**src/hw/rtl/mmpd_pkg.sv**
```systemverilog
// ----------------------------------------------------------------------------
// mmpd_pkg
// shared types, register indexes and stage records of the multi-mode pd
// controller
// ----------------------------------------------------------------------------
package mmpd_pkg;

  localparam int unsigned SAMPLE_W    = 16;  // position and velocity samples
  localparam int unsigned GAIN_W      = 16;  // signed q8.8 gains
  localparam int unsigned ERR_W       = 18;  // error term
  localparam int unsigned DIFF_W      = 19;  // first difference, aux register
  localparam int unsigned DIFF2_W     = 20;  // second difference
  localparam int unsigned DRIVE_W     = 40;  // drive output, 8 fraction bits
  localparam int unsigned CFG_INDEX_W = 3;
  localparam int unsigned CFG_DATA_W  = 16;

  localparam int unsigned PROD_E_W = GAIN_W + ERR_W;
  localparam int unsigned PROD_D_W = GAIN_W + DIFF_W;
  localparam int unsigned PROD_A_W = GAIN_W + DIFF2_W;

  typedef logic signed [SAMPLE_W-1:0] sample_t;
  typedef logic signed [GAIN_W-1:0]   gain_t;
  typedef logic signed [ERR_W-1:0]    err_t;
  typedef logic signed [DIFF_W-1:0]   diff_t;
  typedef logic signed [DIFF2_W-1:0]  diff2_t;
  typedef logic signed [DRIVE_W-1:0]  drive_t;
  typedef logic [CFG_INDEX_W-1:0]     cfg_index_t;
  typedef logic [CFG_DATA_W-1:0]      cfg_data_t;

  typedef enum logic [1:0] {
    MODE_PD          = 2'd0,
    MODE_EXT_DERIV   = 2'd1,
    MODE_SECOND_DIFF = 2'd2,
    MODE_SIGN_MAG    = 2'd3
  } mode_t;

  typedef enum logic [CFG_INDEX_W-1:0] {
    REG_MODE     = 3'd0,
    REG_SETPOINT = 3'd1,
    REG_GAIN_P   = 3'd2,
    REG_GAIN_I   = 3'd3,
    REG_GAIN_D   = 3'd4
  } reg_index_t;

  // error-stage record handed to the multiply stage
  typedef struct packed {
    err_t   e;
    diff_t  d;
    diff2_t a;
  } err_terms_t;

  // gain set seen by the multiply stage
  typedef struct packed {
    gain_t p;
    gain_t i;
    gain_t d;
  } gains_t;

endpackage

```
**src/hw/rtl/mmpd_error.sv**
```systemverilog
// ----------------------------------------------------------------------------
// mmpd_error
// error, first and second difference stage; holds the previous error and the
// shared auxiliary register
// ----------------------------------------------------------------------------
module mmpd_error (
  input  logic                clk,
  input  logic                rst,
  input  logic                in_valid,
  output logic                in_stall,
  input  mmpd_pkg::sample_t   position,
  input  mmpd_pkg::sample_t   velocity,
  input  mmpd_pkg::mode_t     mode,
  input  mmpd_pkg::sample_t   setpoint,
  output logic                terms_valid,
  input  logic                terms_ready,
  output mmpd_pkg::err_terms_t terms
);
  import mmpd_pkg::*;

  err_t       previous_error;
  diff_t      aux_memory;
  logic       accept;
  err_t       pos_w;
  err_t       sp_w;
  err_t       scaled;
  err_t       magnitude;
  err_t       target;
  diff_t      sign_val;
  err_t       e_next;
  diff_t      d_next;
  diff2_t     a_next;

  assign in_stall = terms_valid & ~terms_ready;
  assign accept   = in_valid & ~in_stall;

  always_comb begin
    pos_w     = ERR_W'($signed(position));
    sp_w      = ERR_W'($signed(setpoint));
    // zero counts as negative
    sign_val  = ($signed(position) > $signed(SAMPLE_W'(0))) ? DIFF_W'(1) : -DIFF_W'(1);
    // exact doubling at 18 bits when the sign differs from the aux register
    scaled    = (sign_val == aux_memory) ? pos_w : (pos_w <<< 1);
    magnitude = scaled[ERR_W-1] ? -scaled : scaled;
    target    = (mode == MODE_SIGN_MAG) ? magnitude : pos_w;
    if (mode == MODE_EXT_DERIV) begin
      e_next = sp_w - pos_w;
      d_next = DIFF_W'($signed(velocity));
    end else begin
      e_next = target - sp_w;
      d_next = DIFF_W'($signed(e_next)) - DIFF_W'($signed(previous_error));
    end
    if (mode == MODE_SECOND_DIFF) begin
      a_next = DIFF2_W'($signed(d_next)) - DIFF2_W'($signed(aux_memory));
    end else begin
      a_next = '0;
    end
  end

  always_ff @(posedge clk) begin
    if (rst) begin
      previous_error <= '0;
      aux_memory     <= '0;
      terms_valid    <= 1'b0;
    end else begin
      if (accept) begin
        previous_error <= e_next;
        terms_valid    <= 1'b1;
        if (mode == MODE_SIGN_MAG) begin
          aux_memory <= sign_val;
        end else if (mode == MODE_SECOND_DIFF) begin
          aux_memory <= d_next;
        end
      end else if (terms_ready) begin
        terms_valid <= 1'b0;
      end
    end
  end

  always_ff @(posedge clk) begin
    if (accept) begin
      terms.e <= e_next;
      terms.d <= d_next;
      terms.a <= a_next;
    end
  end

endmodule

```
**src/hw/rtl/mmpd_mac.sv**
```systemverilog
// ----------------------------------------------------------------------------
// mmpd_mac
// gain multiply stage followed by the sum stage that holds the drive output
// ----------------------------------------------------------------------------
module mmpd_mac (
  input  logic                 clk,
  input  logic                 rst,
  input  logic                 terms_valid,
  output logic                 terms_ready,
  input  mmpd_pkg::err_terms_t terms,
  input  mmpd_pkg::gains_t     gains,
  output logic                 out_valid,
  input  logic                 out_stall,
  output mmpd_pkg::drive_t     drive
);
  import mmpd_pkg::*;

  logic                       prod_valid;
  logic                       prod_ready;
  logic                       out_ready;
  logic signed [PROD_E_W-1:0] prod_e;
  logic signed [PROD_D_W-1:0] prod_d;
  logic signed [PROD_A_W-1:0] prod_a;

  assign out_ready   = ~out_valid | ~out_stall;
  assign prod_ready  = ~prod_valid | out_ready;
  assign terms_ready = prod_ready;

  always_ff @(posedge clk) begin
    if (rst) begin
      prod_valid <= 1'b0;
      out_valid  <= 1'b0;
    end else begin
      if (prod_ready) begin
        prod_valid <= terms_valid;
      end
      if (out_ready) begin
        out_valid <= prod_valid;
      end
    end
  end

  // products, one multiplier per term
  always_ff @(posedge clk) begin
    if (prod_ready && terms_valid) begin
      prod_e <= PROD_E_W'($signed(gains.p) * $signed(terms.e));
      prod_d <= PROD_D_W'($signed(gains.d) * $signed(terms.d));
      prod_a <= PROD_A_W'($signed(gains.i) * $signed(terms.a));
    end
  end

  always_ff @(posedge clk) begin
    if (out_ready && prod_valid) begin
      drive <= DRIVE_W'(prod_e) + DRIVE_W'(prod_d) + DRIVE_W'(prod_a);
    end
  end

endmodule

```
**src/hw/rtl/multi_mode_pd_controller.sv**
```systemverilog
// ----------------------------------------------------------------------------
// multi_mode_pd_controller
// four-mode pd position controller, one drive value per position sample
// ----------------------------------------------------------------------------
// usage:
//   - input channel: position and velocity with in_valid / in_stall; a sample
//     transfers at a clock edge with in_valid high and in_stall low
//   - output channel: drive (signed, 8 fraction bits) with out_valid /
//     out_stall; one result per input sample, in order
//   - config channel: cfg_valid / cfg_ready with cfg_index and cfg_data;
//     cfg_ready is always high; index 0 mode, 1 setpoint, 2 gain_p,
//     3 gain_i, 4 gain_d; other indexes are ignored
//   - the user writes registers only while no sample is in flight; the
//     block itself does not enforce this
//   - a sample passes the error, multiply and sum registers in turn
//   - throughput: one sample per cycle while out_stall is low; the three
//     gain multipliers work side by side in the multiply stage
//   - output stall: the pipeline holds, drive stays stable, and in_stall
//     rises once all three stages are full
//   - reset (rst, synchronous): pipeline empties, previous error and the aux
//     register clear, mode 0, setpoint 0, gain_p 1.0, gain_i and gain_d 0
// ----------------------------------------------------------------------------
module multi_mode_pd_controller (
  input  logic                   clk,
  input  logic                   rst,
  // sample input
  input  logic                   in_valid,
  output logic                   in_stall,
  input  mmpd_pkg::sample_t      position,
  input  mmpd_pkg::sample_t      velocity,
  // drive output
  output logic                   out_valid,
  input  logic                   out_stall,
  output mmpd_pkg::drive_t       drive,
  // register writes
  input  logic                   cfg_valid,
  output logic                   cfg_ready,
  input  mmpd_pkg::cfg_index_t   cfg_index,
  input  mmpd_pkg::cfg_data_t    cfg_data
);
  import mmpd_pkg::*;

  mode_t      mode;
  sample_t    setpoint;
  gains_t     gains;
  logic       terms_valid;
  logic       terms_ready;
  err_terms_t terms;

  // register file is always ready to take a write
  assign cfg_ready = 1'b1;

  always_ff @(posedge clk) begin
    if (rst) begin
      mode     <= MODE_PD;
      setpoint <= '0;
      gains.p  <= GAIN_W'(256);  // 1.0 in q8.8
      gains.i  <= '0;
      gains.d  <= '0;
    end else if (cfg_valid && cfg_ready) begin
      case (cfg_index)
        REG_MODE:     mode     <= mode_t'(cfg_data[1:0]);
        REG_SETPOINT: setpoint <= sample_t'(cfg_data);
        REG_GAIN_P:   gains.p  <= gain_t'(cfg_data);
        REG_GAIN_I:   gains.i  <= gain_t'(cfg_data);
        REG_GAIN_D:   gains.d  <= gain_t'(cfg_data);
        default: begin
          // unknown index, write dropped
        end
      endcase
    end
  end

  // error stage: e, d and a plus the controller state
  mmpd_error u_error (
    .clk         (clk),
    .rst         (rst),
    .in_valid    (in_valid),
    .in_stall    (in_stall),
    .position    (position),
    .velocity    (velocity),
    .mode        (mode),
    .setpoint    (setpoint),
    .terms_valid (terms_valid),
    .terms_ready (terms_ready),
    .terms       (terms)
  );

  // gain multiply and sum, ends in the drive register
  mmpd_mac u_mac (
    .clk         (clk),
    .rst         (rst),
    .terms_valid (terms_valid),
    .terms_ready (terms_ready),
    .terms       (terms),
    .gains       (gains),
    .out_valid   (out_valid),
    .out_stall   (out_stall),
    .drive       (drive)
  );

endmodule

```
**config.mk**
```make
export PLATFORM = sky130hd
export DESIGN_NAME = multi_mode_pd_controller
export DESIGN_NICKNAME = d
export VERILOG_FILES = /design/src/hw/rtl/mmpd_pkg.sv /design/src/hw/rtl/mmpd_error.sv /design/src/hw/rtl/mmpd_mac.sv /design/src/hw/rtl/multi_mode_pd_controller.sv
export SDC_FILE = /design/constraint.sdc
export NUM_CORES = 2
export LEC_CHECK = 0
export ABC_CLOCK_PERIOD_IN_PS = 19890
export BUFFER_PORTS_ARGS = -buffer_cell sky130_fd_sc_hd__buf_2
export CELL_PAD_IN_SITES_DETAIL_PLACEMENT = 1
export CELL_PAD_IN_SITES_GLOBAL_PLACEMENT = 1
export CORE_MARGIN = 10
export CORE_UTILIZATION = 50
export CTS_CLUSTER_DIAMETER = 30
export DETAILED_ROUTE_END_ITERATION = 6
export GPL_ROUTABILITY_DRIVEN = 0
export GPL_TIMING_DRIVEN = 0
export PLACE_DENSITY = 0.81
export SKIP_LAST_GASP = 1
export SYNTH_ARGS = -nofsm -noshare
export SYNTH_HDL_FRONTEND = slang
export SYNTH_SLANG_ARGS = --single-unit
```
**constraint.sdc**
```tcl
create_clock -name clk -period 19.89 [get_ports clk]
set_input_delay 0 -clock clk [delete_from_list [all_inputs] [get_ports clk]]
set_output_delay 0 -clock clk [all_outputs]
set_load 0.02 [all_outputs]
```
## Word level (Yosys, flattened, before mapping)

Index checks and enable logic that the tools add are counted.

| storage, ports and cells | value |
|---|---|
| memories kept | 0 |
| output and inout bits | 43 |
| bits in latches | 0 |
| memory bits (read-only) | 0 |
| bits in writable memories | 0 |
| bits in registers | 308 |

| cells by class | value |
|---|---|
| multiplexer cells | 10 |
| $mul | 3 |
| shift operators | 0 |
| add/sub/neg operators | 7 |
| bitwise logic cells | 9 |
| divide/modulo/power cells | 0 |
| $lt $le $gt $ge | 1 |
| reduce and logical (&&, ||, !) cells | 11 |
| eq/ne operators | 8 |

Operator list:

| kind | number |
|---|---|
| two-way mux 19 bit | 4 |
| two-way mux 18 bit | 3 |
| adder 36 x 36 -> 37 bit | 1 |
| adder 34 x 35 -> 36 bit | 1 |
| multiplier 16 x 20 -> 36 bit | 1 |
| multiplier 16 x 19 -> 35 bit | 1 |
| multiplier 16 x 18 -> 34 bit | 1 |
| subtractor 19 x 19 -> 20 bit | 1 |
| == test 19 bit | 1 |
| subtractor 18 x 18 -> 19 bit | 1 |
| negation 17 -> 18 bit | 1 |
| subtractor 18 x 16 -> 18 bit | 1 |
| subtractor 16 x 16 -> 17 bit | 1 |
| > comparator 16 x 1 -> 1 bit (second input constant) | 1 |
| two-way mux 16 bit | 1 |
| AND reduction 2 bit | 6 |
| == test 3 x 2 -> 1 bit (second input constant) | 2 |
| NOT 1 bit | 5 |
| == test 2 bit (second input constant) | 2 |
| nonzero test 2 bit | 2 |
| == test 3 x 1 -> 1 bit (second input constant) | 1 |
| == test 3 bit (second input constant) | 1 |
| zero test 3 bit | 1 |
| AND 1 bit | 2 |
| 4 further kinds | 7 |

## Logic depth before layout (Yosys ltp)

| depth | value |
|---|---|
| depth in word-level cells | 12 |
| mapped depth | 40 |
| mapped depth without buffers | 36 |

## By module

From an unflattened synthesis, not the netlist that was laid out.

| unflattened totals | value |
|---|---|
| cells, all modules | 5422 |
| area, all modules | 51443.1 um^2 |

Modules (own cells, without submodules):

| module | instances | cells each | area an instance (um^2) | seq. area each (um^2) |
|---|---|---|---|---|
| mmpd_mac | 1 | 4182 | 40606.4 | 4304.1 |
| mmpd_error | 1 | 999 | 8157.8 | 2472.4 |
| multi_mode_pd_controller | 1 | 241 | 2678.8 | 1321.3 |

## Worst setup path before layout

OpenSTA, ideal clock, no wires.

| timing | value |
|---|---|
| path type | input -> register |
| start | in position[8] |
| end | reg u_error.terms[18] (netlist name) |
| slack | 12.919 ns |
| arrival | 6.706 ns |
| data required time | 19.625 ns |
| path buffers | 4 |
| library setup time | 0.265 ns |
| stages on the path | 37 |
| cell sequence | buf_2 inv_1 and3_1 buf_2 a31oi_1 nor3b_2 o21a_1 buf_2 buf_2 mux2i_1 ha_1 nand2_1 a21oi_2 nand2_1 o21ai_1 a2111oi_0 a211o_1 ha_1 a21o_1 a21o_1 a21o_1 a21o_1 o21a_1 o311a_1 o21a_1 or3_1 and2_1 ha_1 or3_1 o211ai_1 xor2_1 o21ai_0 ha_1 o21ai_0 nand2b_1 o31ai_1 mux2i_1 |

| on the way | value |
|---|---|
| longest elaborated chain between the ends | 11 |

Ends and longest elaborated chain:

| item | RTL line | RTL |
|---|---|---|
| start, declared | multi_mode_pd_controller.sv:29 | `input mmpd_pkg::sample_t position,` |
| > comparator 16 x 1 -> 1 bit | mmpd_error.sv:41 | `sign_val = ($signed(position) > $signed(SAMPLE_W'(0))) ? DIFF_W'(1) : -DIFF_W'(1);` |
| two-way mux 19 bit | mmpd_error.sv:41 |  |
| == test 19 bit | mmpd_error.sv:43 | `scaled = (sign_val == aux_memory) ? pos_w : (pos_w <<< 1);` |
| two-way mux 16 bit | mmpd_error.sv:43 |  |
| negation 17 -> 18 bit | mmpd_error.sv:44 | `magnitude = scaled[ERR_W-1] ? -scaled : scaled;` |
| two-way mux 18 bit | mmpd_error.sv:44 |  |
| two-way mux 18 bit (*) | mmpd_error.sv:45 | `target = (mode == MODE_SIGN_MAG) ? magnitude : pos_w;` |
| subtractor 18 x 16 -> 18 bit (*) | mmpd_error.sv:50 | `e_next = target - sp_w;` |
| subtractor 18 x 18 -> 19 bit (*) | mmpd_error.sv:51 | `d_next = DIFF_W'($signed(e_next)) - DIFF_W'($signed(previous_error));` |
| two-way mux 19 bit (*) | mmpd_error.sv:46 | `if (mode == MODE_EXT_DERIV) begin` |
| via u_error.d_next[17] | mmpd_error.sv:31 | `diff_t d_next;` |
| subtractor 19 x 19 -> 20 bit (*) | mmpd_error.sv:54 | `a_next = DIFF2_W'($signed(d_next)) - DIFF2_W'($signed(aux_memory));` |

Mark *: on every way through the listed nets, which the timed path passes. The rest lies on a longest branch.
A chain may end at the register's enable or synchronous reset.

## Final worst setup path

| timing | value |
|---|---|
| start | in position[0] |
| end | reg u_error.terms[18] (netlist name) |

| on the way | value |
|---|---|
| longest elaborated chain between the ends | 11 |

Ends and longest elaborated chain:

| item | RTL line |
|---|---|
| > comparator 16 x 1 -> 1 bit | mmpd_error.sv:41 |
| two-way mux 19 bit | mmpd_error.sv:41 |
| == test 19 bit | mmpd_error.sv:43 |
| two-way mux 16 bit | mmpd_error.sv:43 |
| negation 17 -> 18 bit | mmpd_error.sv:44 |
| two-way mux 18 bit | mmpd_error.sv:44 |
| two-way mux 18 bit (*) | mmpd_error.sv:45 |
| subtractor 18 x 16 -> 18 bit (*) | mmpd_error.sv:50 |
| subtractor 18 x 18 -> 19 bit (*) | mmpd_error.sv:51 |
| two-way mux 19 bit (*) | mmpd_error.sv:46 |
| via u_error.d_next[9] | mmpd_error.sv:31 |
| subtractor 19 x 19 -> 20 bit (*) | mmpd_error.sv:54 |

Marked as above.

==> results.md <==
- The wire length on met3 is 12800 um.
- The delay of the slowest critical-path stage is 890 ps.
- The die is around 340 um tall.
- The finished cells cover about 56000 um^2.
- STA puts the critical path data arrival time at 9700 ps.
- The via-per-instance ratio is 5.79.
- The cell count after synthesis came out at 5372.
- The critical path class is in -> reg.
- The final setup TNS is 0 ps.
- The share of layout cells above drive strength 1 is 5.28%.
- The row count is between 100 and 150.
- After synthesis, the share of flip-flops with an asynchronous set or reset is 0%.
- The root buffer selected by CTS is clkbuf_16.
- The initial detailed-routing violation count is 2947.
- Summed over all cells, the static leakage comes to 23.5 nW.
- The number of nets with antenna violations after detailed routing is 0.
- The synthesis-stage register bit count is around 310.
- In this run the tool buffered the top-level ports with 89 buffer cells.
- The maximum root-to-sink buffer count is 3.
- The number of hold violations in the final report is 0.
- Dividing the synthesized area by the synthesized cell count gives 9.38 um^2.
- TritonCTS created 85 clock buffers.
- Clock latency on the worst-skew pair, taken at its later pin, is 670 ps.
- The length of routed wiring on met1 is 64000 um.
- The flow ran to the end, but the final reports show violations.
- The global-route congestion overflow total is 0.
- The amount of wire on met2 after detailed routing is around 83000 um.
- The number of flops mapped to enable cells by yosys is 199.
- The worst supply voltage drop on vdd is 106 uV.
- The top routing layer in use is met5.
- TritonCTS built the clock tree.
- The die is 337 um wide.
- Clock-pin slew was measured on the worst setup and hold paths at roughly 50 ps.
- The power density over cell area is 68.8 nW/um^2.
- Setup repair after global routing left no endpoint under its margin.
- The checks that failed: capacitance limit, slew limit.
- Counting instances, the worst hold path has a depth of 5.
- In this run the cell area measured after placement is 52500 um^2.
- The number of clock sinks seen by CTS is 305.
- The number of primary I/O pins is 99.
- The final non-filler cell total is just under 7k.
- Setup violations remaining at the end of the flow were counted as 0.
- The area growth from synthesis to layout is 10.8%.
- The master of the slowest instance on the critical path is o21ai_0.
- The worst hold path belongs to the class in -> reg.
- In this run the worst setup path begins at position[0].
- The critical register-to-register path startpoint is u_error.aux_memory[18].
- The placed wire-length estimate after detailed placement is 138000 um.
- The DRC violation count after routing is 0.
- The worst setup path is launched from an input pin.
- The die outline area is 114000 um^2.
- In this run, distinct cell masters in the synthesized netlist total slightly above 80.
- The cell count after placement is 6761.
- fa_1 takes more of the synthesized area than any other cell.
- Yosys attributes the largest share of cell area to fa_1 38%, edfxtp_1 12%, ha_1 9.2%.
- Fill cells in the final layout number 11.3k.
- Entering global routing, the biggest net connects 71 pins.
- The number of nets at the end of the flow is between 6k and 7k.
- On the final layout, the worst clock skew is between 50 and 60 ps.
- The worst path uses 46.5% of the clock period.
- In this run the worst path has a maximum fanout of 10.
- The design draws 3.84 mW.
- Global routing consumed, over all layers together, between 30% and 40% of the routing resources.
- Before antenna repair, the detailed router went through 5 iterations.
- Hold timing on the final database bottoms out at a slack of approximately 34 ps.
- For this run, the register share of the synthesized area comes to between 10% and 20%.
- The routed wire length is 174000 um.
- The required time at the endpoint of the critical path is about 20000 ps.
- The number of nets produced by synthesis is 6751.
- The netlist area before placement is between 50000 and 60000 um^2.
- The number of maximum-capacitance violations is 1.
- The count of final max-slew check failures is 4.
- STA classifies the critical path endpoint as a register.
- The initial antenna violation count came to 13.
- The wire length per cell is 25.1 um.
- The worst-case reg-to-reg path depth is 35.
- Summing over every cut layer, the via total after detailed routing is 40.3k.
- The minimum period implied by the final worst setup slack is 9240 ps.
- The via count of the first global-routing pass is approximately 46k.
- Once the floorplan was initialized, standard cells occupied about half of the core.
- In this run the post-CTS setup repair buffer count came out at 0.
- The first-pass GRT wire length is 270000 um.
- At the pin with the least slew margin, the transition time is 1530 ps.
- The floorplan core area is 100000 um^2.
- The maximum level of the CTS H-tree is 3.
- The fraction of post-synthesis cell area in the top cell type by area is 37.9%.
- The startpoint identified for the worst hold timing path is cfg_valid.
- The most used flip-flop cell after synthesis is edfxtp_1.
- The normalized max-slew margin is -2.73%.
- The Yosys step of the flow raised 0 warnings.
- The timing-limited maximum frequency is approximately 110 MHz.
==> worst paths after layout <==
| path | end | slack [ps] |
|---|---|---|
| max | u_error.terms[18] | 10650 |
| min | gains[4] | 30 |
| max reg2reg | u_error.terms[18] | 10930 |
| min reg2reg | u_error.previous_error[0] | 460 |
==> cells in the final DEF, fill, tap and decap left out, types with 25 or more instances in the layout <==
cell,n
a21oi_1,254
edfxtp_1,199
dlygate4sd3_1,39
a211oi_1,46
nor2_1,169
nand2b_1,83
a21o_1,61
buf_2,95
clkbuf_16,88
and2_1,350
nand3_1,26
clkbuf_1,197
o21bai_1,25
xor2_1,45
fa_1,953
ha_1,370
o21a_1,26
inv_1,1074
nor3_1,49
o21ai_0,83
nand2_1,774
xnor2_1,151
dfxtp_1,106
==> layer usage <==
metal / up-vias / global-route usage [%]
li1: 17100 / -
met1: 20800 / 36.7
met2: 1749 / 52.0
met3: 631 / 5.77
met4: 10 / 21.5
met5: - / 0
==> flip-flops by register name, summed over array words and instances, names as in the netlist, 2 cells and up <==
name,count
gains,48
u_mac.drive,37
u_error.aux_memory,19
u_error.previous_error,18
u_error.terms,57
u_mac.prod_d,35
u_mac.prod_a,36
u_mac.prod_e,34
setpoint,16
mode,2
==> power breakdown <==
part	switching (mW)	leakage [nW]	internal (mW)
sequential	0.0995	2.78	0.788
clock	0.469	1.41	0.948
combinational	0.992	19.3	0.544
total	1.56	23.5	2.28
==> Yosys cell counts (all sizes together), types with 26 or more instances <==
cell	n
fa	953
a21o	61
o21ai	103
nand2b	83
ha	370
and2	351
nand3	27
clkbuf	195
a211oi	46
xor2	45
inv	1074
xnor2	151
o21a	26
nor3	50
nor2	169
edfxtp	199
dfxtp	106
a21oi	257
nand2	774
==> cells by family after synthesis <==
| family | after synthesis | share of synthesized area, % |
|---|---|---|
| simple gates | 1576 | 14.9 |
| fa+ha+maj | 1330 | 47.2 |
| buf+inv | 1285 | 9.64 |
| compound gates | 667 | 8.56 |
| flops | 305 | 16.1 |
| xor+xnor | 196 | 3.41 |
| mux | 12 | 0.251 |
| other cells | 1 | 0.00745 |
==> metrics by stage <==
| stage | utilization [%] | setup slack, ps |
|---|---|---|
| 6_report | 55.8 | 10650 |
| 5_1_grt | 55.8 | 10160 |
| 4_1_cts | 55.8 | 10850 |
| 3_5_place_dp | 52.5 | 10640 |
| 3_3_place_gp | 52.4 | 10780 |
| 2_1_floorplan | - | 12920 |
==> timing repair <==
item | in CTS | in global routing
resized for setup | 0 | 0
hold buffers | 39 | 0
endpoints found under the hold margin | 105 | 0
setup endpoints to repair | 0 | 0
==> area by class of cell <==
type | count | area (um^2) | area share [%]
antenna | 4 | 10.0 | 0.0179
buffer | 208 | 815 | 1.46
clock buffer | 91 | 2210 | 3.96
clock inverter | 67 | 713 | 1.28
inverter | 1077 | 4040 | 7.24
multi-input combinational | 3782 | 37400 | 67.0
sequential | 305 | 8100 | 14.5
tap | 1298 | 1620 | 2.91
timing repair buffer | 130 | 883 | 1.58
==> worst max-delay path: cells and delay by family <==
kind                     cells  cell delay [ps]
AND/OR/NAND/NOR             10             2120
multiplexers                 2              620
AO/OA/AOI/OAI               15             3680
XOR/XNOR                     1              200
buffers and inverters        5             1390
adder cells (fa/ha/maj)      5             1710
Note: power is estimated with default switching activity, not from simulation.
